## config.mk

```make
export PLATFORM = sky130hd
export DESIGN_NAME = kwm_head_min
export DESIGN_NICKNAME = d
export VERILOG_FILES = /design/src/hdl/k_way_sorted_merge_assert.svh /design/src/hdl/kwm_pkg.sv /design/src/hdl/kwm_head_min.sv
export SDC_FILE = /design/constraint.sdc
export NUM_CORES = 1
export LEC_CHECK = 0
export ABC_AREA = 0
export BUFFER_PORTS_ARGS = -buffer_cell sky130_fd_sc_hd__buf_4
export CORE_UTILIZATION = 58
export DETAILED_ROUTE_END_ITERATION = 12
export PLACE_DENSITY = 0.9
export SLEW_MARGIN = 20
export SYNTH_ARGS = -nofsm -noshare
export SYNTH_HDL_FRONTEND = slang
export SYNTH_SLANG_ARGS = --single-unit
```

## constraint.sdc

```tcl
create_clock -name vclk -period 13.9
set_clock_uncertainty 0.05 [all_clocks]
set_input_delay 2.085 -clock vclk [all_inputs]
set_output_delay 2.085 -clock vclk [all_outputs]
set_load 0.005 [all_outputs]
```

## src/hdl/k_way_sorted_merge_assert.svh

```systemverilog
// ----------------------------------------------------------------------------
// k-way merge assertion macros
// concurrent checks with a reset qualifier, empty for synthesis
// ----------------------------------------------------------------------------
`ifndef K_WAY_SORTED_MERGE_ASSERT_SVH
`define K_WAY_SORTED_MERGE_ASSERT_SVH

`ifndef SYNTHESIS

// same-cycle implication
`define KWM_ASSERT_IMP(lbl, clk, rst_n, ante, cons) \
    lbl: assert property (@(posedge clk) disable iff (!(rst_n)) (ante) |-> (cons)) \
        else $error("kwm assertion failed");

// next-cycle implication
`define KWM_ASSERT_NEXT(lbl, clk, rst_n, ante, cons) \
    lbl: assert property (@(posedge clk) disable iff (!(rst_n)) (ante) |=> (cons)) \
        else $error("kwm assertion failed");

`else

`define KWM_ASSERT_IMP(lbl, clk, rst_n, ante, cons)
`define KWM_ASSERT_NEXT(lbl, clk, rst_n, ante, cons)

`endif

`endif

```

## src/hdl/kwm_pkg.sv

```systemverilog
// ----------------------------------------------------------------------------
// kwm_pkg
// shared widths, codes and parameter defaults of the k-way merge
// ----------------------------------------------------------------------------
package kwm_pkg;

    localparam int LISTS_DEF      = 8;
    localparam int LIST_DEPTH_DEF = 64;
    localparam int VALUE_BITS_DEF = 16;

    localparam int OP_BITS     = 2;
    localparam int ID_BITS     = 3;
    localparam int DATA_BITS   = 16;
    localparam int STATUS_BITS = 2;
    localparam int CFG_BITS    = 4;

    typedef logic [OP_BITS-1:0]     t_op;
    typedef logic [STATUS_BITS-1:0] t_status;
    typedef logic [CFG_BITS-1:0]    t_cfg;

    localparam t_op OP_PUSH  = 2'd0;
    localparam t_op OP_POP   = 2'd1;
    localparam t_op OP_CLEAR = 2'd2;

    localparam t_status ST_DONE     = 2'd0;
    localparam t_status ST_EMPTY    = 2'd1;
    localparam t_status ST_FULL     = 2'd2;
    localparam t_status ST_BAD_LIST = 2'd3;

    localparam t_cfg ACTIVE_RESET = 4'd8;

endpackage

```

## src/hdl/kwm_head_min.sv

```systemverilog
// ----------------------------------------------------------------------------
// kwm_head_min
// compare tree over list heads, picks the smallest, highest index on ties
// ----------------------------------------------------------------------------
module kwm_head_min #(
    parameter int N  = kwm_pkg::LISTS_DEF,
    parameter int IW = $clog2(kwm_pkg::LISTS_DEF),
    parameter int VB = kwm_pkg::VALUE_BITS_DEF
) (
    input  logic          i_vld [N],
    input  logic [VB-1:0] i_val [N],
    output logic          o_found,
    output logic [IW-1:0] o_idx,
    output logic [VB-1:0] o_val
);

    localparam int P = 2 ** $clog2(N);

    logic          nv   [1:2*P-1];
    logic [VB-1:0] nval [1:2*P-1];
    logic [IW-1:0] nidx [1:2*P-1];

    always_comb begin
        for (int k = 0; k < P; k++) begin
            if (k < N) begin
                nv[P+k]   = i_vld[k];
                nval[P+k] = i_val[k];
            end else begin
                nv[P+k]   = 1'b0;
                nval[P+k] = '0;
            end
            nidx[P+k] = IW'(k);
        end
        // right child holds the higher indices, so it wins on equal keys
        for (int k = P - 1; k >= 1; k--) begin
            if (nv[2*k+1] && (!nv[2*k] || $signed(nval[2*k+1]) <= $signed(nval[2*k]))) begin
                nv[k]   = 1'b1;
                nval[k] = nval[2*k+1];
                nidx[k] = nidx[2*k+1];
            end else begin
                nv[k]   = nv[2*k];
                nval[k] = nval[2*k];
                nidx[k] = nidx[2*k];
            end
        end
    end

    assign o_found = nv[1];
    assign o_idx   = nidx[1];
    assign o_val   = nval[1];

endmodule

```

==> impl_metrics.csv <==
group,metric,value,unit
worst_setup_path,crit_fanout,19,
clock_tree,post_cts_buffers,0,
timing,slew_viol_final,0,
placement,hpwl,12400,µm
layout,area_delta_synth_final,25.5,%
flow_run,drv_cap,0,
global_route,antenna_found_initial,0,
global_route,grt_pass1_vias,4990,
global_route,grt_max_degree,22,
route,vias,5043,
floorplan,fp.dieW,91.0,µm
timing,fin_crit,12.25,ns
min_path,min_from,"i_vld[3]",
clock_tree,postCtsHoldBufs,0,
yosys,avgSynthCellArea,7.91,µm²
route,routed_wl,14100,µm
floorplan,start_util,59.8,%
route,wl_per_cell,17.1,µm
floorplan,io_pins,156,
worst_setup_path,cp_slowest_cell,"nand3b_1",
floorplan,placementRows,32,
timing,fin_setup_tns,0,ns
layout,layout.nets,971,
worst_setup_path,cp.arrival,10.11,ns
route,vias_per_cell,6.13,
worst_setup_path,cpMostUsedCell,"ha_1",
route,ant_nets,0,
timing,fin_ws,1.65,ns
placement,gp_congestion,0.954,
min_path,min_path_type,"in2out",
global_route,grt_first_pass_wirelength,22500,µm
layout,n_clock_buffer,0,
pwr,vdd_drop_max,0.0000880,V
timing,rsz0062_at_grt,"false",
worst_setup_path,startpoint,"i_val[79]",
clock_tree,ctsResizeCount,0,
yosys,synthesis.nets,829,
yosys,ys_warn_count,0,
worst_setup_path,cp.required,11.77,ns
placement,io_buffers,156,
status,status,"complete, no violations",
worst_setup_path,end_kind,"output pin",
timing,finalCritPeriodShare,88.1,%
worst_setup_path,crit_family,"simple AND/OR/NAND/NOR gates",
yosys,yosysUniqueCellTypes,64,
layout,seq_area,0,µm²
placement,dp.cells,822,
global_route,grt_overflow_total,0,
worst_setup_path,crit_type,"in2out",
route,drt_iter0_drc,251,
worst_setup_path,crit_buf_inv,3,
timing,worstMarginPinSlew,1.06,ns
yosys,syn_area,0.00460,mm²
floorplan,dieArea,0.00829,mm²
floorplan,coreArea,0.00769,mm²
yosys,synth_cells,581,
pwr,power.total,0.412,mW
route,drtPass1Iterations,5,
pwr,p_per_area,71.3,mW/mm²
route,drc_errors,0,
worst_setup_path,cpPeakStageDelay,0.81,ns
layout,numSequentialCells,0,
floorplan,die_h,91.0,µm
yosys,synth_seq_area_share,0,%
timing,fmax,81.7,MHz
layout,drive_gt1_share,29.4,%
timing,hold_viol,0,
timing,setup_viol_count_final,0,
pwr,power.leakage,3.29,nW
layout,instances_no_fill,823,
placement,place_ws,1.89,ns
global_route,track_usage,32.6,%
layout,diodes,0,
timing,max_slew_margin,29.0,%
worst_setup_path,cp-start-kind,"primary input",
==> tightest hold or removal path: stages <==
cell and delay, ns:
buf_4 0.09, nor4_1 0.07, nand2_1 0.08, buf_4 0.12
==> power breakdown <==
| group | switching [mW] | internal (mW) | total (mW) | leakage (nW) |
|---|---|---|---|---|
| Combinational | 0.209 | 0.203 | 0.412 | 3.29 |
| Sequential | 0 | 0 | 0 | 0 |
| Clock | 0 | 0 | 0 | 0 |
==> synthesized netlist by cell type, drive strengths merged (3+ instances only) <==
cell type	n	area share (%)
nand2b	5	0.68
a21o	6	0.98
nand4	19	2.7
a21oi	35	3.9
a211oi	10	1.6
a31oi	4	1.0
a211o	17	3.2
nor2b	7	0.95
nor4	7	1.1
nand3	13	1.4
and4	4	0.76
mux2i	66	15
o21a	3	0.49
inv	104	8.5
mux2	31	7.6
ha	112	30
buf	15	2.9
o31ai	3	0.49
clkbuf	3	0.71
nor2	31	2.5
nand2	14	1.1
and3	3	0.41
o21ai	13	1.4
o211ai	7	1.3
o22ai	18	2.4
==> cells by family after synthesis <==
logic type,share of synthesized area [%]
buf+inv,12.1
compound gates,19.7
simple gates,14.7
mux,23.1
fa+ha+maj,30.5
==> area by class of cell <==
cell class | instances | area [µm²]
repair buffers | 158 | 1190
inverters | 104 | 390
fillers | 607 | 1920
multi-input cells | 459 | 4060
well taps | 102 | 128
==> worst paths after layout <==
path                   endpoint  cells past startpoint
worst max-delay path  o_val[14]                     26
worst min-delay path    o_found                      4
==> routing by layer <==
layer	global-route usage (%)	vias up	part of all wire [%]
met5	0	-	0
met4	8.99	0	2.2
met3	2.68	33	5.0
met2	61.6	170	51
met1	39.1	2401	42
li1	-	2439	-
==> through the flow <==
stage | utilization, % | hold WS (ns) | instance area [µm²]
floorplan | - | 4.22 | 4600
global placement | 74.8 | 4.45 | 5750
detailed placement | 74.8 | 4.47 | 5750
CTS | 74.8 | 4.47 | 5750
global route | 75.1 | 4.49 | 5770
finish | 75.1 | 4.48 | 5770
==> cells in the final DEF (no fill, tap or decap), types with 3 or more instances in the layout <==
master and count:
a211o_1 17, a211oi_1 9, a21o_1 6, a21oi_1 34, and3_1 3, and4_1 4
buf_4 157, ha_1 112, inv_1 104, mux2_2 31, mux2i_1 57, mux2i_2 7
nand2_1 14, nand2b_1 5, nand3_1 13, nand4_1 18, nor2_1 31, nor2b_1 7
nor4_1 6, o211ai_1 6, o21a_1 3, o21ai_0 13, o22ai_1 18, o31ai_1 3
(Power assumes the default switching activity.)
